$ cat config.mk
export PLATFORM = sky130hd
export DESIGN_NAME = delimited_field_splitter_flat
export DESIGN_NICKNAME = d
export VERILOG_FILES = /design/src/rtl/core/dfs_pkg.sv /design/src/rtl/core/dfs_if.sv /design/src/rtl/core/delimited_field_splitter.sv /design/src/rtl/core/dfs_cfg_regs.sv /design/src/flat_wrapper.sv
export VERILOG_INCLUDE_DIRS = /design/src /design/src/rtl/core
export SDC_FILE = /design/constraint.sdc
export NUM_CORES = 1
export LEC_CHECK = 0
export ABC_AREA = 1
export BUFFER_PORTS_ARGS = -buffer_cell sky130_fd_sc_hd__buf_2
export CAP_MARGIN = 20
export CORE_UTILIZATION = 55
export CTS_CLUSTER_DIAMETER = 50
export DETAILED_ROUTE_END_ITERATION = 10
export HOLD_SLACK_MARGIN = 0.15
export PLACE_DENSITY = 0.9
export SETUP_SLACK_MARGIN = 0.05
export SLEW_MARGIN = 20
export SYNTH_ARGS = -nofsm -noshare
export SYNTH_HDL_FRONTEND = slang
export SYNTH_SLANG_ARGS = --single-unit
$ cat constraint.sdc
create_clock -name clk_i -period 7.6 [get_ports clk_i]
set_clock_uncertainty 0.2 [all_clocks]
set_input_delay 0.38 -clock clk_i [delete_from_list [all_inputs] [get_ports clk_i]]
set_output_delay 0.38 -clock clk_i [all_outputs]
set_load 0.1 [all_outputs]
$ cat src/rtl/core/assert_macros.svh
// Assertion macros shared by the RTL of the field splitter.
// No dependencies; included by modules that carry concurrent checks.
`ifndef ASSERT_MACROS_SVH
`define ASSERT_MACROS_SVH

`ifndef SYNTH
// Check a property on every rising clock edge, ignored while reset is asserted.
`define DFS_ASSERT(lbl, clk, rst_n, prop) \
  lbl: assert property (@(posedge clk) disable iff (!(rst_n)) (prop)) \
    else $error("field splitter assertion failed");
// Check a property on every rising clock edge, reset included.
`define DFS_ASSERT_ALWAYS(lbl, clk, prop) \
  lbl: assert property (@(posedge clk) (prop)) \
    else $error("field splitter assertion failed");
`else
`define DFS_ASSERT(lbl, clk, rst_n, prop)
`define DFS_ASSERT_ALWAYS(lbl, clk, prop)
`endif

`endif

$ cat src/rtl/core/dfs_pkg.sv
// Shared types and constants of the delimited field splitter.
// No dependencies; used by the register block and the top level.
package dfs_pkg;

  // Field count saturates at the smaller of this limit and 255.
  localparam int unsigned MaxFields   = 255;
  localparam int unsigned TallyCapInt = (MaxFields < 255) ? MaxFields : 255;
  localparam logic [7:0]  TallyCap    = 8'(TallyCapInt);

  localparam logic [7:0] CharSpace = 8'h20;
  localparam logic [7:0] CharQuote = 8'h22;
  localparam logic [7:0] CharComma = 8'h2C;

  localparam int unsigned PaddrW = 3;
  localparam int unsigned PdataW = 32;

  typedef enum logic [1:0] {
    KindChar      = 2'd0,
    KindDiscard   = 2'd1,
    KindFieldEnd  = 2'd2,
    KindStringEnd = 2'd3
  } item_kind_e;

  typedef enum logic {
    RegDelimFirst  = 1'b0,
    RegDelimSecond = 1'b1
  } reg_idx_e;

  typedef struct packed {
    logic [7:0] delim_first;
    logic [7:0] delim_second;
  } cfg_t;

endpackage

$ cat src/rtl/core/dfs_if.sv
// Valid/ready stream interfaces for the character input and the result output.
// Stand-alone; no package needed.
interface dfs_in_if;
  logic       valid;
  logic       ready;
  logic [7:0] char_in;
  logic       string_end;

  modport source (output valid, output char_in, output string_end, input ready);
  modport sink   (input valid, input char_in, input string_end, output ready);
endinterface

interface dfs_out_if;
  logic       valid;
  logic       ready;
  logic [1:0] item_kind;
  logic [7:0] char_out;
  logic [7:0] fields_total;
  logic       run_last;

  modport source (output valid, output item_kind, output char_out, output fields_total,
                  output run_last, input ready);
  modport sink   (input valid, input item_kind, input char_out, input fields_total,
                  input run_last, output ready);
endinterface

$ cat src/rtl/core/delimited_field_splitter.sv
// Delimited field splitter: tokenizes a byte stream into fields at two delimiters.
// Depends on dfs_pkg, dfs_if (dfs_in_if, dfs_out_if), dfs_cfg_regs and assert_macros.svh.
//
// One character is taken per transaction on in_i; the block answers with a run of
// result transactions on out_o: visible field characters, a discard marker when an
// opening quote throws away a field's text, field-end markers, and at the last
// character of a string a string-end result carrying the saturating field count.
// run_last flags the final result of each character's run; a character may cause
// no result at all (hidden text, skipped delimiters, an opening quote on an empty
// field). Timing: the tokenizer state is updated in the cycle a character is
// accepted, and its results are captured as a compact run descriptor (discard,
// leading field ends, character, trailing field ends, string end). The result
// serializer turns that descriptor into one result per cycle into the output
// register while out_o accepts them; a character with at most one result flows at
// one per cycle when out_o does not stall. The next character is accepted in
// the cycle the serializer hands out the last result of the current run, or at
// once when no run is pending. The first result passes the descriptor register
// and then the output register. Space mode (either delimiter is a space) holds
// up to MAX_HELD_EMPTY empty-field markers back; a burst releasing them is at
// most MAX_HELD_EMPTY + 3 results long. Delimiters are set over APB at byte
// offsets 0 and 4 and should only change while the block is idle.
`include "assert_macros.svh"

module delimited_field_splitter #(
  parameter int unsigned MAX_HELD_EMPTY = 15
) (
  input  logic                        clk_i,
  input  logic                        rst_ni,
  // configuration port
  input  logic                        psel,
  input  logic                        penable,
  input  logic                        pwrite,
  input  logic [dfs_pkg::PaddrW-1:0]  paddr,
  input  logic [dfs_pkg::PdataW-1:0]  pwdata,
  output logic [dfs_pkg::PdataW-1:0]  prdata,
  output logic                        pready,
  // streams
  dfs_in_if.sink                      in_i,
  dfs_out_if.source                   out_o
);

  localparam int unsigned HeldW = $clog2(MAX_HELD_EMPTY + 1);
  // Field-end counts in one run stay below MAX_HELD_EMPTY + 4.
  localparam int unsigned CntW  = HeldW + 1;
  localparam int unsigned SumW  = CntW + 9;
  localparam logic [HeldW-1:0] HeldMax = HeldW'(MAX_HELD_EMPTY);

  dfs_pkg::cfg_t cfg;

  dfs_cfg_regs u_cfg_regs (
    .clk_i   (clk_i),
    .rst_ni  (rst_ni),
    .psel    (psel),
    .penable (penable),
    .pwrite  (pwrite),
    .paddr   (paddr),
    .pwdata  (pwdata),
    .prdata  (prdata),
    .pready  (pready),
    .cfg_o   (cfg)
  );

  // ---------------------------------------------------------------------------
  // Tokenizer state
  // ---------------------------------------------------------------------------
  logic             start_q;      // next character opens a string
  logic             prior_sp_q;   // previous character was a space
  logic             inq_q;        // inside double quotes
  logic             hide_q;       // text after a closing quote is hidden
  logic             nonempty_q;   // field has shown a visible character
  logic [HeldW-1:0] held_q;       // empty-field markers held back
  logic [7:0]       tally_q;      // field-end markers sent in this string

  // Close a field: returns {markers to send now, new held count}.
  function automatic logic [CntW+HeldW-1:0] end_field(input logic             sm,
                                                      input logic             ne,
                                                      input logic [HeldW-1:0] h);
    logic [CntW-1:0]  fe;
    logic [HeldW-1:0] hn;
    if (sm && !ne) begin
      if (h >= HeldMax) begin
        fe = CntW'(1);
        hn = h;
      end else begin
        fe = '0;
        hn = h + HeldW'(1);
      end
    end else begin
      fe = CntW'(h) + CntW'(1);
      hn = '0;
    end
    return {fe, hn};
  endfunction

  logic [7:0]          in_char;
  logic                in_last;
  logic                in_fire;
  logic                space_mode;
  logic                is_delim;
  logic                skip;
  logic [CntW+HeldW-1:0] ef;
  logic [HeldW-1:0]    h_n;
  logic                ne_n;
  logic                inq_n;
  logic                hide_n;
  logic [CntW-1:0]     pre_n;
  logic [CntW-1:0]     post_n;
  logic                disc_n;
  logic                chv_n;
  logic [SumW-1:0]     tally_sum;
  logic [7:0]          tally_n;
  logic                run_any;

  assign in_char    = in_i.char_in;
  assign in_last    = in_i.string_end;
  assign space_mode = (cfg.delim_first == dfs_pkg::CharSpace) ||
                      (cfg.delim_second == dfs_pkg::CharSpace);
  assign is_delim   = ((in_char == cfg.delim_first) || (in_char == cfg.delim_second)) &&
                      !inq_q;

  // Work out the run of results and the state one character leaves.
  always_comb begin
    h_n    = held_q;
    ne_n   = nonempty_q;
    inq_n  = inq_q;
    hide_n = hide_q;
    pre_n  = '0;
    post_n = '0;
    disc_n = 1'b0;
    chv_n  = 1'b0;
    skip   = 1'b0;
    ef     = '0;
    if (is_delim) begin
      skip = space_mode && (start_q || prior_sp_q);
      if (!skip) begin
        ef     = end_field(space_mode, ne_n, h_n);
        post_n = ef[CntW+HeldW-1:HeldW];
        h_n    = ef[HeldW-1:0];
        ne_n   = 1'b0;
        hide_n = 1'b0;
        inq_n  = 1'b0;
        // trailing delimiter adds an empty field
        if (in_last && !start_q) begin
          ef     = end_field(space_mode, 1'b0, h_n);
          post_n = post_n + ef[CntW+HeldW-1:HeldW];
          h_n    = ef[HeldW-1:0];
        end
      end
    end else if (in_char == dfs_pkg::CharQuote) begin
      if (inq_n) begin
        inq_n  = 1'b0;
        hide_n = 1'b1;
      end else begin
        disc_n = ne_n;
        ne_n   = 1'b0;
        hide_n = 1'b0;
        inq_n  = 1'b1;
      end
      if (in_last) begin
        ef     = end_field(space_mode, ne_n, h_n);
        post_n = ef[CntW+HeldW-1:HeldW];
        h_n    = ef[HeldW-1:0];
        ne_n   = 1'b0;
        hide_n = 1'b0;
        inq_n  = 1'b0;
      end
    end else begin
      if (!hide_n) begin
        // held markers go out ahead of the visible character
        pre_n = CntW'(h_n);
        h_n   = '0;
        chv_n = 1'b1;
        ne_n  = 1'b1;
      end
      if (in_last) begin
        ef     = end_field(space_mode, ne_n, h_n);
        post_n = ef[CntW+HeldW-1:HeldW];
        h_n    = ef[HeldW-1:0];
        ne_n   = 1'b0;
        hide_n = 1'b0;
        inq_n  = 1'b0;
      end
    end
    // at string end, send all held markers but the last one
    if (in_last && (h_n != '0)) begin
      post_n = post_n + CntW'(h_n - HeldW'(1));
    end
  end

  assign tally_sum = SumW'(tally_q) + SumW'(pre_n) + SumW'(post_n);
  assign tally_n   = (tally_sum > SumW'(dfs_pkg::TallyCap)) ? dfs_pkg::TallyCap
                                                            : tally_sum[7:0];
  assign run_any   = disc_n || (pre_n != '0) || chv_n || (post_n != '0) || in_last;

  always_ff @(posedge clk_i or negedge rst_ni) begin
    if (!rst_ni) begin
      start_q    <= 1'b1;
      prior_sp_q <= 1'b0;
      inq_q      <= 1'b0;
      hide_q     <= 1'b0;
      nonempty_q <= 1'b0;
      held_q     <= '0;
      tally_q    <= '0;
    end else if (in_fire) begin
      if (in_last) begin
        // string done: back to the reset state
        start_q    <= 1'b1;
        prior_sp_q <= 1'b0;
        inq_q      <= 1'b0;
        hide_q     <= 1'b0;
        nonempty_q <= 1'b0;
        held_q     <= '0;
        tally_q    <= '0;
      end else begin
        start_q    <= 1'b0;
        prior_sp_q <= (in_char == dfs_pkg::CharSpace);
        inq_q      <= inq_n;
        hide_q     <= hide_n;
        nonempty_q <= ne_n;
        held_q     <= h_n;
        tally_q    <= tally_n;
      end
    end
  end

  // ---------------------------------------------------------------------------
  // Run descriptor and result serializer
  // ---------------------------------------------------------------------------
  logic             d_disc_q;
  logic [CntW-1:0]  d_pre_q;
  logic             d_chv_q;
  logic [7:0]       d_ch_q;
  logic [CntW-1:0]  d_post_q;
  logic             d_end_q;
  logic [7:0]       d_total_q;

  logic             nd_disc;
  logic [CntW-1:0]  nd_pre;
  logic             nd_chv;
  logic [CntW-1:0]  nd_post;
  logic             nd_end;
  dfs_pkg::item_kind_e pick_kind;
  logic             pick_last;
  logic             run_busy;
  logic             adv;

  logic                out_valid_q;
  dfs_pkg::item_kind_e out_kind_q;
  logic [7:0]          out_ch_q;
  logic [7:0]          out_total_q;
  logic                out_last_q;

  assign run_busy = d_disc_q || (d_pre_q != '0) || d_chv_q || (d_post_q != '0) || d_end_q;
  assign adv      = run_busy && (!out_valid_q || out_o.ready);

  // Take the first pending result in run order and retire it.
  always_comb begin
    nd_disc = d_disc_q;
    nd_pre  = d_pre_q;
    nd_chv  = d_chv_q;
    nd_post = d_post_q;
    nd_end  = d_end_q;
    if (d_disc_q) begin
      pick_kind = dfs_pkg::KindDiscard;
      nd_disc   = 1'b0;
    end else if (d_pre_q != '0) begin
      pick_kind = dfs_pkg::KindFieldEnd;
      nd_pre    = d_pre_q - CntW'(1);
    end else if (d_chv_q) begin
      pick_kind = dfs_pkg::KindChar;
      nd_chv    = 1'b0;
    end else if (d_post_q != '0) begin
      pick_kind = dfs_pkg::KindFieldEnd;
      nd_post   = d_post_q - CntW'(1);
    end else begin
      pick_kind = dfs_pkg::KindStringEnd;
      nd_end    = 1'b0;
    end
    pick_last = !(nd_disc || (nd_pre != '0) || nd_chv || (nd_post != '0) || nd_end);
  end

  // Accept while no run is pending, or as the pending run hands out its last result.
  assign in_i.ready = !run_busy || (adv && pick_last);
  assign in_fire    = in_i.valid && in_i.ready;

  always_ff @(posedge clk_i or negedge rst_ni) begin
    if (!rst_ni) begin
      d_disc_q <= 1'b0;
      d_pre_q  <= '0;
      d_chv_q  <= 1'b0;
      d_post_q <= '0;
      d_end_q  <= 1'b0;
    end else if (in_fire && run_any) begin
      d_disc_q <= disc_n;
      d_pre_q  <= pre_n;
      d_chv_q  <= chv_n;
      d_post_q <= post_n;
      d_end_q  <= in_last;
    end else if (adv) begin
      d_disc_q <= nd_disc;
      d_pre_q  <= nd_pre;
      d_chv_q  <= nd_chv;
      d_post_q <= nd_post;
      d_end_q  <= nd_end;
    end
  end

  // Run payload: loaded with the descriptor.
  always_ff @(posedge clk_i) begin
    if (in_fire && run_any) begin
      d_ch_q    <= in_char;
      d_total_q <= tally_n;
    end
  end

  always_ff @(posedge clk_i or negedge rst_ni) begin
    if (!rst_ni) begin
      out_valid_q <= 1'b0;
    end else if (adv) begin
      out_valid_q <= 1'b1;
    end else if (out_o.ready) begin
      out_valid_q <= 1'b0;
    end
  end

  always_ff @(posedge clk_i) begin
    if (adv) begin
      out_kind_q  <= pick_kind;
      out_ch_q    <= (pick_kind == dfs_pkg::KindChar) ? d_ch_q : 8'd0;
      out_total_q <= (pick_kind == dfs_pkg::KindStringEnd) ? d_total_q : 8'd0;
      out_last_q  <= pick_last;
    end
  end

  assign out_o.valid        = out_valid_q;
  assign out_o.item_kind    = out_kind_q;
  assign out_o.char_out     = out_ch_q;
  assign out_o.fields_total = out_total_q;
  assign out_o.run_last     = out_last_q;

  // ---------------------------------------------------------------------------
  // Assertions
  // ---------------------------------------------------------------------------
  `DFS_ASSERT_ALWAYS(OutIdleInReset_A, clk_i, !rst_ni |-> !out_valid_q)
  `DFS_ASSERT(HeldBound_A, clk_i, rst_ni, held_q <= HeldMax)
  `DFS_ASSERT(TallyBound_A, clk_i, rst_ni, tally_q <= dfs_pkg::TallyCap)
  `DFS_ASSERT(AcceptOnRunEnd_A, clk_i, rst_ni, in_fire && run_busy |-> adv && pick_last)
  `DFS_ASSERT(StringEndLast_A, clk_i, rst_ni, out_valid_q && (out_kind_q == dfs_pkg::KindStringEnd) |-> out_last_q)
  `DFS_ASSERT(StringEndClears_A, clk_i, rst_ni, in_fire && in_last |=> start_q && (held_q == '0) && (tally_q == '0))

endmodule

$ cat src/rtl/core/dfs_cfg_regs.sv
// APB register block holding the two delimiter codes.
// Depends on dfs_pkg for the address width, register indexes and cfg_t.
module dfs_cfg_regs (
  input  logic                        clk_i,
  input  logic                        rst_ni,
  input  logic                        psel,
  input  logic                        penable,
  input  logic                        pwrite,
  input  logic [dfs_pkg::PaddrW-1:0]  paddr,
  input  logic [dfs_pkg::PdataW-1:0]  pwdata,
  output logic [dfs_pkg::PdataW-1:0]  prdata,
  output logic                        pready,
  output dfs_pkg::cfg_t               cfg_o
);

  dfs_pkg::cfg_t     cfg_q;
  dfs_pkg::reg_idx_e idx;
  logic              wr_en;

  // Registers sit on 32-bit words; byte offset bits are ignored.
  assign idx    = dfs_pkg::reg_idx_e'(paddr[2]);
  assign wr_en  = psel && penable && pwrite;
  assign pready = 1'b1;
  assign cfg_o  = cfg_q;

  always_ff @(posedge clk_i or negedge rst_ni) begin
    if (!rst_ni) begin
      cfg_q.delim_first  <= dfs_pkg::CharComma;
      cfg_q.delim_second <= dfs_pkg::CharComma;
    end else if (wr_en) begin
      case (idx)
        dfs_pkg::RegDelimFirst:  cfg_q.delim_first  <= pwdata[7:0];
        dfs_pkg::RegDelimSecond: cfg_q.delim_second <= pwdata[7:0];
        default: ;
      endcase
    end
  end

  always_comb begin
    case (idx)
      dfs_pkg::RegDelimFirst:  prdata = {(dfs_pkg::PdataW-8)'(0), cfg_q.delim_first};
      dfs_pkg::RegDelimSecond: prdata = {(dfs_pkg::PdataW-8)'(0), cfg_q.delim_second};
      default:                 prdata = '0;
    endcase
  end

endmodule
$ cat src/flat_wrapper.sv
// flat-port wrapper written by rule: the top's interface ports become plain ports
module delimited_field_splitter_flat 
#(
  parameter int unsigned MAX_HELD_EMPTY = 15
)
  (clk_i, rst_ni, psel, penable, pwrite, paddr, pwdata, prdata, pready, in_i_valid, in_i_char_in, in_i_string_end, in_i_ready, out_o_valid, out_o_item_kind, out_o_char_out, out_o_fields_total, out_o_run_last, out_o_ready);
  dfs_in_if in_i_i ();
  dfs_out_if out_o_i ();
  input  logic clk_i;
  input  logic rst_ni;
  input  logic psel;
  input  logic penable;
  input  logic pwrite;
  input  logic [dfs_pkg::PaddrW-1:0] paddr;
  input  logic [dfs_pkg::PdataW-1:0] pwdata;
  output logic [dfs_pkg::PdataW-1:0] prdata;
  output logic pready;
  input wire logic [$bits(in_i_i.valid)-1:0] in_i_valid;
  input wire logic [$bits(in_i_i.char_in)-1:0] in_i_char_in;
  input wire logic [$bits(in_i_i.string_end)-1:0] in_i_string_end;
  output wire logic [$bits(in_i_i.ready)-1:0] in_i_ready;
  output wire logic [$bits(out_o_i.valid)-1:0] out_o_valid;
  output wire logic [$bits(out_o_i.item_kind)-1:0] out_o_item_kind;
  output wire logic [$bits(out_o_i.char_out)-1:0] out_o_char_out;
  output wire logic [$bits(out_o_i.fields_total)-1:0] out_o_fields_total;
  output wire logic [$bits(out_o_i.run_last)-1:0] out_o_run_last;
  input wire logic [$bits(out_o_i.ready)-1:0] out_o_ready;
  assign in_i_i.valid = in_i_valid;
  assign in_i_i.char_in = in_i_char_in;
  assign in_i_i.string_end = in_i_string_end;
  assign in_i_ready = in_i_i.ready;
  assign out_o_valid = out_o_i.valid;
  assign out_o_item_kind = out_o_i.item_kind;
  assign out_o_char_out = out_o_i.char_out;
  assign out_o_fields_total = out_o_i.fields_total;
  assign out_o_run_last = out_o_i.run_last;
  assign out_o_i.ready = out_o_ready;
  delimited_field_splitter #(.MAX_HELD_EMPTY(MAX_HELD_EMPTY)) u_core (.clk_i(clk_i), .rst_ni(rst_ni), .psel(psel), .penable(penable), .pwrite(pwrite), .paddr(paddr), .pwdata(pwdata), .prdata(prdata), .pready(pready), .in_i(in_i_i), .out_o(out_o_i));
endmodule
==> metrics.md <==
| Metric | Value |
|---|---|
| Outcome | `finished clean` |
| Number of H-tree levels | `3` |
| Number of antenna violations at the first check in global routing | `0` |
| Power density cells | `roughly 370 nW/um^2` |
| Type of destination of the critical path | `flip-flop` |
| Placed instance count | `around 990` |
| Global-route wire length before repair | `23.71 mm` |
| Share of power burned in combinational logic | `around three fifths` |
| Endpoints failing hold | `0` |
| Crit-path most repeated cell | `sky130_fd_sc_hd__nand2_1` |
| Leading post-synthesis cells by instance count | `sky130_fd_sc_hd__nand2_1 (217), sky130_fd_sc_hd__inv_1 (118), sky130_fd_sc_hd__nor2_1 (79)` |
| VDD IR max | `between 150 and 200 uV` |
| Number of failing setup endpoints in the final timing report | `0` |
| Clock Tree Root | `sky130_fd_sc_hd__clkbuf_8` |
| NetSw | `0.001281 W` |
| Cell area after synthesis | `6027 um^2` |
| Proportion of total power due to net switching | `52.17%` |
| Static leakage power | `3.508 nW` |
| Number of antenna repair diodes | `0` |
| Clock network power share | `12.5%` |
| DRC violations left | `0` |
| Deepest clock path buffer count | `2` |
| Port Buffers | `between 50 and 60` |
| Post-synth top area cell | `sky130_fd_sc_hd__edfxtp_1` |
| Post-synthesis async set-or-reset flop share | `57.32%` |
| Avg Vias per Cell | `roughly 5.4` |
| Worst max-slew margin expressed relative to the limit | `58.60%` |
| HP Class | `in -> reg` |
| Clock-pin slew of the registers on the worst-case setup and hold paths | `roughly 0.080 ns` |
| Util after Layout | `between 60% and 70%` |
| Final HPWL DP | `between 10 and 15 mm` |
| Syn_area_per_cell | `between 7 and 8 um^2` |
| Maximum net fanout on the critical path | `13` |
| Worst-path cell with the longest stage delay | `sky130_fd_sc_hd__dfstp_2` |
| Post-route clock period utilization | `83.61%` |
| Sequential area share after synthesis | `37.10%` |
| Cts repair resizes | `0` |
| Critical path's largest stage delay | `~0.58 ns` |
| Fin. max-slew vios | `0` |
| Largest net degree at the start of global routing | `between 40 and 50` |
| Main flop type after synthesis | `sky130_fd_sc_hd__dfrtp_1` |
| Share of the synthesized area in the top cell type | `between 10% and 20%` |
| Routing usage on met1 | `between 30% and 40%` |
| Tightest Pin Transition | `a little over 0.6 ns` |
| Critical path arrival | `between 6 and 7 ns` |
| Router iterations before antenna repair | `5` |
| Type of the setup path with the least slack | `reg -> reg` |
| Share of layout cells above drive strength 1 | `15.19%` |
| Post-detailed-route count of antenna-violating nets | `0` |
| Final sum of negative setup slack | `0 ns` |
| Die height | `roughly 110 um` |
| Leading cell type by number of instances after synthesis | `sky130_fd_sc_hd__nand2_1` |
| Count of flip-flops with a built-in enable after synthesis | `35` |
| Clock sinks | `between 80 and 90` |
| I/O pin total | `around 110` |
| Cell Rows | `37` |
| Gate count after technology mapping | `between 800 and 900` |
| Finished Layout Cells | `~1,000` |
| 1st-iter DRT viols | `438` |
| Floorplan die area | `between 10,000 and 15,000 um^2` |
| Clock network latency to the later pin of the worst-skew pair | `approximately 0.36 ns` |
| Die Span X | `106.7 um` |
| Max cap viols | `0` |
| RSZ-0062 raised after global routing | `false` |
| Critical path startpoint category | `flip-flop` |
| Most utilized layer in the global route result | `met2` |
| Fillers | `831` |
| Cells taking the most area after synthesis | `sky130_fd_sc_hd__edfxtp_1 (17%), sky130_fd_sc_hd__dfrtp_1 (17%), sky130_fd_sc_hd__nand2_1 (14%)` |
| Routed via count | `5,582` |
| Grt met3 use | `~3.7%` |
| Combined global-route utilization of all metal layers | `a little over a quarter` |
| Initial standard-cell utilization of the core | `approximately 58%` |
| Number of global-route vias before repair | `5,203` |
| Number of unique standard cell types used by synthesis | `slightly below 50` |
| Maximum clock frequency | `around 0.16 GHz` |
| Final Hold Slack | `0.2036 ns` |
| Warnings, synthesis | `0` |
| Weighted congestion at the end of routability-driven global placement | `about 0.94` |
| Total gr overflow | `0` |
| Placeable Area | `approximately 10,000 um^2` |
| Req. time, crit path | `between 7 and 8 ns` |
| Clock tree from TritonCTS | `built` |
| Total routed wirelength | `around 14 mm` |
| Sequential power share | `just under 30%` |
| Met2 track demand over resource | `43.69%` |
| Shortest clock period the worst path allows after layout | `6.355 ns` |
| Total number of nets in the final design | `between 900 and 1,000` |
| Power Internal | `between 0.001 and 0.0015 W` |
| Area delta synth->final | `10.63%` |
| Wirelength per Cell | `approximately 14 um` |
| Number of CTS-inserted buffers | `9` |
| Count of state elements after synthesis | `82` |
## final timing paths
kind,start,to,slack [ns],cells after the start
max,u_core.u_cfg_regs.cfg_o[13],u_core.d_total_q[1],1.25,35
min,in_i_char_in[1],u_core.d_ch_q[1],0.20,1
max reg2reg,u_core.u_cfg_regs.cfg_o[13],u_core.d_total_q[1],1.25,35
min reg2reg,u_core.tally_q[4],u_core.tally_q[4],0.29,2
max in group asynchronous,rst_ni,u_core.tally_q[6],6.30,3
min in group asynchronous,rst_ni,u_core.u_cfg_regs.cfg_o[1],0.47,3
## registers in the layout (all words and copies together), names as in the netlist, 4 cells and up
name and cells:
u_core.u_cfg_regs.cfg_o 16, u_core.d_ch_q 8, u_core.d_total_q 8, u_core.out_o.char_out 8
u_core.out_o.fields_total 8, u_core.tally_q 8, u_core.d_post_q 5, u_core.d_pre_q 5
u_core.held_q 4
## metrics by stage
step	total power (W)	setup slack [ns]	cell area [um^2]
after global placement	0.002049	1.458	6311
final	0.002455	1.245	6668
after detailed placement	0.002102	1.361	6311
after global routing	0.002635	0.6680	6668
after CTS	0.002431	1.313	6668
after floorplan	0.001832	2.227	6117
## repair_timing
action	4_1_cts	5_1_grt
endpoints found under the hold margin	64	0
hold buffers	17	0
buffers inserted	0	0
## logic make-up (layout without fill, tap and decap cells)
group	Yosys count	after routing	share of synthesized area [%]
buffers and inverters	175	226	12.93
other	2	26	0.1246
xor gates and xnor gates	23	23	3.342
DFF	82	82	37.10
and+or+nand+nor	404	404	30.25
AOI/OAI and AO/OA	99	99	9.736
adders and majority gates	29	29	6.519
## cell usage in the layout, fill, tap and decap left out, types with 25 or more instances in the layout
master	instances
sky130_fd_sc_hd__conb_1	26
sky130_fd_sc_hd__nand2_1	217
sky130_fd_sc_hd__inv_1	118
sky130_fd_sc_hd__edfxtp_1	35
sky130_fd_sc_hd__dfrtp_1	40
sky130_fd_sc_hd__ha_1	25
sky130_fd_sc_hd__nor2_1	78
sky130_fd_sc_hd__buf_2	53
sky130_fd_sc_hd__nand3_1	47
sky130_fd_sc_hd__o21ai_0	43
## metal layers
layer / vias to the layer above / share of wire [%]
li1: 2696 / -
met1: 2576 / 42
met2: 264 / 48
met5: - / 0
met4: 0 / 3.3
met3: 46 / 6.4
## worst max-delay path: cells and delay by family (launching register included)
kind                       cells  cell delay [ns]
buffers and inverters          7             0.56
adders and majority gates      7             2.00
AOI/OAI and AO/OA              3             0.68
xor gates and xnor gates       1             0.15
DFF                            1             0.58
and+or+nand+nor               17             1.93
## final cells by class
type | instances | area [um^2] | share of cell area (%)
Clock buffer | 11 | 131.4 | 1.970
Clock inverter | 5 | 55.05 | 0.8257
Inverter | 138 | 520.5 | 7.806
Multi-Input combinational cell | 581 | 3104 | 46.56
Sequential cell | 82 | 2236 | 33.53
Tap cell | 136 | 170.2 | 2.552
Timing Repair Buffer | 72 | 450.4 | 6.755
## power groups by stage
stage	Clock, W	Combinational, W	Sequential (W)
2_1_floorplan	0	0.000996	0.000836
3_3_place_gp	0	0.00134	0.000712
3_5_place_dp	0	0.00139	0.000715
4_1_cts	0.000309	0.00141	0.000711
5_1_grt	0.000326	0.00158	0.000727
6_report	0.000308	0.00143	0.000716
Note: power is estimated with default switching activity, not from simulation.
